[src/rtl/nci_pkg.sv]
`timescale 1ns / 1ps

package nci_pkg;

  localparam int SAMPLE_W      = 32;
  localparam int STEP_W        = 32;
  localparam int WEIGHT_W      = 12;
  localparam int CFG_W         = 32;
  localparam int COUNT_FIELD_W = 13;
  localparam int MIN_COUNT     = 2;
  localparam int SHORT_MAX     = 6;

  // config register indexes
  localparam logic [0:0] REG_COUNT = 1'b0;
  localparam logic [0:0] REG_STEP  = 1'b1;

  localparam logic [STEP_W-1:0] STEP_RESET = 32'd65536;

  // extended rule weights, scaled by 1440
  localparam logic [WEIGHT_W-1:0] W_EDGE0 = 12'd540;
  localparam logic [WEIGHT_W-1:0] W_EDGE1 = 12'd1680;
  localparam logic [WEIGHT_W-1:0] W_EDGE2 = 12'd1380;
  localparam logic [WEIGHT_W-1:0] W_INNER = 12'd1440;

  // 1440 * 65536 = 45 * 2^21; rounding adds half of that first
  localparam int          ROUND_SHIFT = 21;
  localparam logic [25:0] HALF_DIV    = 26'd47185920;
  localparam logic [6:0]  DIVISOR     = 7'd45;

  localparam logic [63:0] POS_LIMIT = 64'h7FFF_FFFF_FFFF_FFFF;
  localparam logic [63:0] NEG_LIMIT = 64'h8000_0000_0000_0000;

  // controller to datapath commands
  typedef struct packed {
    logic                take;
    logic [WEIGHT_W-1:0] weight;
    logic                clear_sum;
    logic                load_mag;
    logic                mul_lo;
    logic                mul_hi;
    logic                add_hi;
    logic                div_step;
    logic                emit;
  } nci_cmd_t;

  // closed rules for runs of 2 to 6 samples, weights scaled by 1440
  function automatic logic [WEIGHT_W-1:0] short_weight(input logic [2:0] n,
                                                       input logic [2:0] k);
    logic [WEIGHT_W-1:0] w;
    w = '0;
    case (n)
      3'd2: begin
        case (k)
          3'd0, 3'd1: w = 12'd720;
          default:    w = '0;
        endcase
      end
      3'd3: begin
        case (k)
          3'd0, 3'd2: w = 12'd480;
          3'd1:       w = 12'd1920;
          default:    w = '0;
        endcase
      end
      3'd4: begin
        case (k)
          3'd0, 3'd3: w = 12'd540;
          3'd1, 3'd2: w = 12'd1620;
          default:    w = '0;
        endcase
      end
      3'd5: begin
        case (k)
          3'd0, 3'd4: w = 12'd448;
          3'd1, 3'd3: w = 12'd2048;
          3'd2:       w = 12'd768;
          default:    w = '0;
        endcase
      end
      3'd6: begin
        case (k)
          3'd0, 3'd5: w = 12'd475;
          3'd1, 3'd4: w = 12'd1875;
          3'd2, 3'd3: w = 12'd1250;
          default:    w = '0;
        endcase
      end
      default: w = '0;
    endcase
    return w;
  endfunction

endpackage

[src/rtl/nci_ctrl.sv]
`timescale 1ns / 1ps

module nci_ctrl
  import nci_pkg::*;
#(
  parameter int MAX_SAMPLES = 4096,
  parameter int DIV_STEPS   = 17
) (
  input  logic             clk,
  input  logic             rst,
  input  logic             start,
  input  logic             wr_en,
  input  logic [0:0]       wr_index,
  input  logic [CFG_W-1:0] wr_data,
  output logic             busy,
  output nci_cmd_t         cmd
);

  localparam int CNT_W   = $clog2(MAX_SAMPLES + 1);
  localparam int IDX_W   = $clog2(MAX_SAMPLES);
  localparam int DSTEP_W = $clog2(DIV_STEPS);

  localparam logic [3:0] ST_RUN     = 4'd0;
  localparam logic [3:0] ST_DRAIN_A = 4'd1;
  localparam logic [3:0] ST_DRAIN_B = 4'd2;
  localparam logic [3:0] ST_MAG     = 4'd3;
  localparam logic [3:0] ST_MUL_LO  = 4'd4;
  localparam logic [3:0] ST_MUL_HI  = 4'd5;
  localparam logic [3:0] ST_ADD     = 4'd6;
  localparam logic [3:0] ST_DIV     = 4'd7;
  localparam logic [3:0] ST_EMIT    = 4'd8;

  logic [3:0]          state, state_next;
  logic [CNT_W-1:0]    count_m1, count_m2, count_m3;
  logic                is_short;
  logic [2:0]          short_n;
  logic [IDX_W-1:0]    index;
  logic [DSTEP_W-1:0]  div_cnt;
  logic [CFG_W-1:0]    cnt_wide, cnt_clamp;
  logic [CNT_W-1:0]    n_new, k_ext;
  logic [WEIGHT_W-1:0] weight;
  logic                last, accept, cnt_wr;

  assign accept = start && (state == ST_RUN);
  assign busy   = (state != ST_RUN);
  assign cnt_wr = wr_en && (wr_index == REG_COUNT);

  // run length write: 13-bit field, clamped to the legal range
  always_comb begin
    cnt_wide = CFG_W'(wr_data[COUNT_FIELD_W-1:0]);
    if (cnt_wide < CFG_W'(MIN_COUNT)) begin
      cnt_clamp = CFG_W'(MIN_COUNT);
    end else if (cnt_wide > CFG_W'(MAX_SAMPLES)) begin
      cnt_clamp = CFG_W'(MAX_SAMPLES);
    end else begin
      cnt_clamp = cnt_wide;
    end
    n_new = cnt_clamp[CNT_W-1:0];
  end

  // weight of the sample at the current position
  always_comb begin
    k_ext = CNT_W'(index);
    last  = (k_ext == count_m1);
    if (is_short) begin
      weight = short_weight(short_n, index[2:0]);
    end else if (k_ext == '0 || k_ext == count_m1) begin
      weight = W_EDGE0;
    end else if (k_ext == CNT_W'(1) || k_ext == count_m2) begin
      weight = W_EDGE1;
    end else if (k_ext == CNT_W'(2) || k_ext == count_m3) begin
      weight = W_EDGE2;
    end else begin
      weight = W_INNER;
    end
  end

  // sequencer
  always_comb begin
    state_next = state;
    case (state)
      ST_RUN: begin
        if (accept && last) state_next = ST_DRAIN_A;
      end
      ST_DRAIN_A: state_next = ST_DRAIN_B;
      ST_DRAIN_B: state_next = ST_MAG;
      ST_MAG:     state_next = ST_MUL_LO;
      ST_MUL_LO:  state_next = ST_MUL_HI;
      ST_MUL_HI:  state_next = ST_ADD;
      ST_ADD:     state_next = ST_DIV;
      ST_DIV: begin
        if (div_cnt == DSTEP_W'(DIV_STEPS - 1)) state_next = ST_EMIT;
      end
      ST_EMIT:    state_next = ST_RUN;
      default:    state_next = ST_RUN;
    endcase
  end

  always_ff @(posedge clk) begin
    if (rst) begin
      state    <= ST_RUN;
      index    <= '0;
      div_cnt  <= '0;
      count_m1 <= CNT_W'(1);
      count_m2 <= '0;
      count_m3 <= '1;
      is_short <= 1'b1;
      short_n  <= 3'd2;
    end else begin
      state <= state_next;
      // a new run length restarts the run
      if (cnt_wr) begin
        count_m1 <= n_new - CNT_W'(1);
        count_m2 <= n_new - CNT_W'(2);
        count_m3 <= n_new - CNT_W'(3);
        is_short <= (n_new <= CNT_W'(SHORT_MAX));
        short_n  <= n_new[2:0];
        index    <= '0;
      end else if (accept) begin
        index <= last ? '0 : index + IDX_W'(1);
      end
      if (state == ST_DIV) begin
        div_cnt <= div_cnt + DSTEP_W'(1);
      end else begin
        div_cnt <= '0;
      end
    end
  end

  // command decode
  always_comb begin
    cmd           = '0;
    cmd.take      = accept;
    cmd.weight    = weight;
    cmd.clear_sum = cnt_wr || (state == ST_MAG);
    cmd.load_mag  = (state == ST_MAG);
    cmd.mul_lo    = (state == ST_MUL_LO);
    cmd.mul_hi    = (state == ST_MUL_HI);
    cmd.add_hi    = (state == ST_ADD);
    cmd.div_step  = (state == ST_DIV);
    cmd.emit      = (state == ST_EMIT);
  end

endmodule

[config.mk]
export PLATFORM = sky130hd
export DESIGN_NAME = nci_ctrl
export DESIGN_NICKNAME = d
export VERILOG_FILES = /design/src/rtl/nci_pkg.sv /design/src/rtl/nci_ctrl.sv
export SDC_FILE = /design/constraint.sdc
export NUM_CORES = 1
export LEC_CHECK = 0
export BUFFER_PORTS_ARGS = -buffer_cell sky130_fd_sc_hd__buf_2
export CAP_MARGIN = 20
export CORE_UTILIZATION = 54
export CTS_BUF_LIST = sky130_fd_sc_hd__clkbuf_4 sky130_fd_sc_hd__clkbuf_8
export CTS_CLUSTER_SIZE = 16
export DETAILED_ROUTE_END_ITERATION = 7
export PLACE_DENSITY = 0.79
export SKIP_LAST_GASP = 1
export SLEW_MARGIN = 10
export SYNTH_ARGS = -nofsm -noshare
export SYNTH_HDL_FRONTEND = slang
export SYNTH_SLANG_ARGS = --single-unit
[constraint.sdc]
create_clock -name clk -period 2.3 [get_ports clk]
set_input_delay 0.115 -clock clk [delete_from_list [all_inputs] [get_ports clk]]
set_output_delay 0.115 -clock clk [all_outputs]
set_load 0.01 [all_outputs]
# Word-level counts from Yosys, hierarchy flattened

Index checks and enable logic that the tools add are counted.

Bits in registers: 64
Input port bits: 37

$add $sub $neg: 5
Order comparisons: 3
Equality and inequality tests: 26
Mux-type cells: 16
Bitwise operators: 2
Reductions and logical operators: 23

Operators by type and width:

| operator                | number |
|---|---|
| $pmux W12 S5            | 1 |
| $pmux W11 S2            | 2 |
| $eq A12 B13 Y1          | 3 |
| $pmux W12 S3            | 1 |
| $pmux W11 S3            | 1 |
| $pmux W4 S8             | 1 |
| $mux W13                | 2 |
| $sub A13 B2 Y13 const B | 2 |
| $mux W12                | 2 |
| $reduce_or A2 Y1        | 11 |
| $mux W10                | 2 |
| $eq A4 B3 Y1 const B    | 4 |
| $eq A3 B3 Y1 const B    | 5 |
| $gt A13 B13 Y1 const B  | 1 |
| $le A13 B3 Y1 const B   | 1 |
| $lt A13 B2 Y1 const B   | 1 |
| $sub A13 B1 Y13 const B | 1 |
| $add A12 B1 Y12 const B | 1 |
| $eq A12 B1 Y1 const B   | 1 |
| $eq A12 B2 Y1 const B   | 1 |
| $eq A3 B2 Y1 const B    | 4 |
| $logic_not A12 Y1       | 1 |
| $mux W11                | 1 |
| $eq A4 B2 Y1 const B    | 2 |
| 15 further kinds        | 23 |

# Depth between registers and ports, before layout

Depth in word-level cells: 6
Mapped depth: 11

# Worst setup path after synthesis

OpenSTA, ideal clock, no wires.

Path type: in2reg
From: input port wr_data[4]
To: register count_m1[11]
Data arrival time: 2.251 ns
Data required time: 2.214 ns
Slack: -0.037 ns
Cell stages on the path: 11
Path buffers: 1
Cells stage by stage: buf_2 -> nor4_1 -> a31oi_1 -> nor2_1 -> inv_1 -> ha_1 -> o21a_1 -> a21boi_2 -> o21a_1 -> xnor2_1 -> a211oi_1

Word-level cells in the longest chain between the ends: 4
Elaborated cells on any way between the ends: 5
Classes of those cells: add/sub: 1; order compare: 2; mux: 2

RTL lines:

| element                | RTL line        | RTL |
|---|---|---|
| start: declaration     | nci_ctrl.sv:14  | `input logic [CFG_W-1:0] wr_data,` |
| $gt A13 B13 Y1         | nci_ctrl.sv:53  | `end else if (cnt_wide > CFG_W'(MAX_SAMPLES)) begin` |
| $mux W13               | nci_ctrl.sv:53  |  |
| $mux W13 (*)           | nci_ctrl.sv:51  | `if (cnt_wide < CFG_W'(MIN_COUNT)) begin` |
| named net cnt_clamp[1] | nci_ctrl.sv:39  | `logic [CFG_W-1:0] cnt_wide, cnt_clamp;` |
| $sub A13 B1 Y13 (*)    | nci_ctrl.sv:113 | `count_m1 <= n_new - CNT_W'(1);` |
| end signal: assignment | nci_ctrl.sv:113 |  |
| end: declaration       | nci_ctrl.sv:34  | `logic [CNT_W-1:0] count_m1, count_m2, count_m3;` |

Mark *: on every way through the listed nets, which the timed path passes. The rest lies on a longest branch.
A chain may end at the register's enable or synchronous reset.

==> metrics.txt <==
effective utilization at floorplan=0.556; maximum clock rate=410 MHz; Worst path slowest cell=or4_4; dominant delay contributor by cell family on the critical path=simple AND/OR/NAND/NOR gates; maximum vdd ir drop=about 0.30 mV; headroom to the max-slew limit=0.578; detailed-placement wirelength estimate=7.99 mm; first-pass GRT wire length=17.1 mm; Die Area=between 0.007 and 0.008 sq mm; number of sinks handled by clock tree synthesis=62; portion of total power attributed to the clock network=0.362; width of the chip=just under 90 um; #FFs+latches synth=62; number of buffers added on ports=38; Post-Syn Nets=577; final critical path time including I/O delays and setup=between 2 and 2.5 ns; worst flop-to-flop path startpoint=state[0]$_SDFFE_PP0P_; final setup violating endpoints=8; residual overflow from global routing=0; data arrival time of the critical path=2.33 ns; worst setup path category=flop to output port; worst r2r path cells=6; routed vias/inst=~5.7; Final Core Density=0.672; row count=31; maximum number of pins on one net before global-route repair=41; clock latency on the worst-skew pair=0.35 ns; actual slew at the worst max-slew pin=between 0.6 and 0.7 ns; Max Buffers Root-to-Sink=2; GR Util All Layers=0.290; gate count of the mapped netlist=~530; switching share of total power=0.305; vias in the first global route=between 3,000 and 4,000; share of total power in sequential cells=0.430; TritonCTS Buffers=9; crit-path max FO=4; first element of the critical path=index[8]$_SDFFE_PP0P_; Final Max Slew Viols=0; fillcell total=between 600 and 700; Hold Worst Slack=between 0.09 and 0.1 ns; sequential standard cell area=around 0.0013 sq mm; Critical Path Max Stage Delay=about 0.56 ns; post-synthesis area per instance=7.63 sq um; CP bufs+invs=3; Primary FF master, synth=dfxtp_1; share of the yosys chip area belonging to registers=0.309; number of design-rule violations left by the first detailed-router iteration=225; CORE AREA=slightly above 0.007 sq mm; power density cells=557 mW/mm^2; H-tree levels=3; combinational power share=0.208; area of the multi-input gates=about 0.0027 sq mm; average wire per standard cell=about 16 um; CTS clock-pin slew for the worst setup and hold paths=0.07 ns; Yosys cell types=55; capture point of the worst path=cmd[13]; area growth from synthesis to final layout=20.8%; Total Nets Final=636; aggregate routed wire length=11.0 mm; Placer Congestion=just over 0.9; switching pwr=about 0.00082 W; internal power=0.00188 W; number of enable flip-flop cells after synthesis=0; number of stages on the worst setup path=7; number of antenna violations at the first check in global routing=0; final antenna diode count=0; ratio of final minimum period to clock period=1.06; RSZ-0062 raised after global routing=true; WP data required=2.18 ns; FF-to-FF setup slack=roughly 0.23 ns; number of failing hold endpoints at the final stage=0; IO Count=between 50 and 60; clock tree skew after final layout=0.00748 ns; DR vias=3,927; status=finished, violations left; TritonCTS clock tree=built; root buffer cell=clkbuf_8; critical path launch point type=flop; ratio of cells with drive above 1 in the final layout=0.219; leakage component of the power=roughly 2.0 nW; Synthesis Warnings=0; Setup WS post-layout=-0.141 ns; path category of the worst min-delay check=input pin to flop; netlist area before placement=0.00401 sq mm; post-route antenna net violation count=0; Synth async-reset ratio=0; cells along the critical path=or4_4 > nor4_4 > buf_4 > a32o_2 > inv_1 > o221ai_1 > buf_2; worst flop-to-flop path endpoint=index[10]$_SDFFE_PP0P_; endpoint class of the critical path=output port; DIE HEIGHT=approximately 88 um; total DRC errors in the routed layout=0; Detailed Routing Iterations Pass 1=5; violated checks=negative setup slack; Max-Cap Viols=0
cell families (layout without fill, tap and decap cells):
logic type | after synthesis | count (layout) | synth area share
AOI/OAI and AO/OA | 106 | 106 | 0.172
xor gates and xnor gates | 65 | 65 | 0.142
adders and majority gates | 14 | 14 | 0.0437
buffers and inverters | 51 | 115 | 0.0521
DFF | 62 | 62 | 0.309
muxes | 2 | 2 | 0.00499
and+or+nand+nor | 226 | 226 | 0.276
layer usage:
metal	routed length (um)	part of all wire	GRT usage
met1	4790	0.44	0.371
met2	5230	0.48	0.463
met3	651	0.059	0.0735
met4	285	0.026	0.122
met5	0	0	0
cells in the mapped netlist, types with 2 or more instances:
| master | instances | area share |
|---|---|---|
| ha_1 | 14 | 0.044 |
| nor4_1 | 5 | 0.0078 |
| a31oi_1 | 9 | 0.014 |
| or4_1 | 4 | 0.0075 |
| nor4_2 | 2 | 0.0062 |
| xnor2_1 | 31 | 0.068 |
| mux2i_1 | 2 | 0.0050 |
| nor3b_1 | 2 | 0.0037 |
| inv_1 | 17 | 0.016 |
| and3_1 | 4 | 0.0062 |
| clkbuf_1 | 26 | 0.024 |
| a21oi_1 | 25 | 0.031 |
| o21a_1 | 5 | 0.0094 |
| and2_1 | 3 | 0.0047 |
| nand3_1 | 14 | 0.017 |
| a311oi_1 | 3 | 0.0065 |
| a21o_1 | 2 | 0.0037 |
| or3_1 | 4 | 0.0062 |
| nand3b_1 | 2 | 0.0037 |
| nor3_1 | 15 | 0.019 |
| dfxtp_1 | 62 | 0.31 |
| a32oi_1 | 2 | 0.0044 |
| a211o_1 | 2 | 0.0044 |
| xor2_1 | 34 | 0.074 |
| buf_2 | 5 | 0.0062 |
| nand2b_1 | 12 | 0.019 |
| nor2_1 | 78 | 0.073 |
| o21ai_0 | 23 | 0.029 |
| a211oi_1 | 14 | 0.026 |
| nand2_1 | 50 | 0.047 |
| nor2b_1 | 15 | 0.023 |
| nand4_1 | 9 | 0.014 |
| o211ai_1 | 4 | 0.0075 |
| o221ai_1 | 6 | 0.013 |
cell type report:
type | instances | share of cell area
Clock inverter | 6 | 0.0145
Sequential cell | 62 | 0.259
Clock buffer | 10 | 0.0271
Inverter | 17 | 0.0132
Multi-Input combinational cell | 413 | 0.550
Tap cell | 99 | 0.0256
Timing Repair Buffer | 82 | 0.111
worst min path at each step:
stage	startpoint	endpoint	slack [ns]	depth (start not counted)
2_1_floorplan	wr_data[11]	is_short$_SDFFE_PP1P_	0.22	1
3_3_place_gp	div_cnt[0]$_SDFF_PP0_	div_cnt[0]$_SDFF_PP0_	0.44	1
3_5_place_dp	wr_data[11]	is_short$_SDFFE_PP1P_	0.46	3
4_1_cts	wr_data[11]	is_short$_SDFFE_PP1P_	0.08	3
5_1_grt	wr_data[11]	is_short$_SDFFE_PP1P_	0.09	3
6_report	wr_data[11]	is_short$_SDFFE_PP1P_	0.1	3
timing repair:
item | in CTS | in global routing
pin swaps | 4 | 7
hold buffers | 0 | 0
resized for setup | 21 | 12
buffers inserted | 5 | 1
cloned | 0 | 0
setup endpoints to repair | 9 | 9
power groups by stage:
stage	sequential, W	combinational (W)	clock [W]
after floorplan	0.00117	0.000353	0
after global placement	0.00119	0.000501	0
after detailed placement	0.00119	0.000513	0
after CTS	0.00116	0.000547	0.000990
after global routing	0.00117	0.000617	0.00104
final	0.00116	0.000563	0.000977
cell usage in the layout, fill, tap and decap left out, types with 3 or more instances in the layout:
cell      instances
nor4_2            3
xnor2_1          31
o21ai_0          20
buf_2            38
ha_1             12
or3_1             3
o221ai_1          6
a211oi_1         14
nand3_1          14
nand2b_1         11
xor2_1           34
dfxtp_2           4
and3_1            4
clkbuf_8          9
nor2_1           77
buf_4            42
a311oi_1          3
nand4_1           9
a21oi_1          23
nor2b_1          14
o21a_1            5
nand2_1          50
and2_1            3
o211ai_1          4
nor4_1            3
a31oi_1           9
inv_1            17
dfxtp_1          55
nor3_1           15
dfxtp_4           3
or4_4             3
stage by stage:
| step | power (W) | setup TNS [ns] | cells | setup WS [ns] | cell area [sq um] |
|---|---|---|---|---|---|
| floorplan | 0.00152 | 0 | 526 | 0.0473 | 4020 |
| global placement | 0.00169 | 0 | 667 | 0.128 | 4470 |
| detailed placement | 0.00170 | 0 | 667 | 0.0500 | 4470 |
| CTS | 0.00270 | -0.246 | 688 | -0.0710 | 4800 |
| global route | 0.00283 | -1.06 | 689 | -0.192 | 4850 |
| finish | 0.00270 | -0.658 | 689 | -0.141 | 4850 |
worst reg2reg max path: cells and delay by family (launching register included):
family,cells,cell delay [ns]
flip-flops,1,0.39
AND/OR/NAND/NOR,5,1.40
XOR/XNOR,1,0.15
flip-flops by register name, summed over array words and instances, names as in the netlist:
signal and cells:
count_m1 13, count_m2 13, count_m3 12, index 12, div_cnt 5, state 4
short_n 2, is_short 1
(Power assumes the default switching activity.)
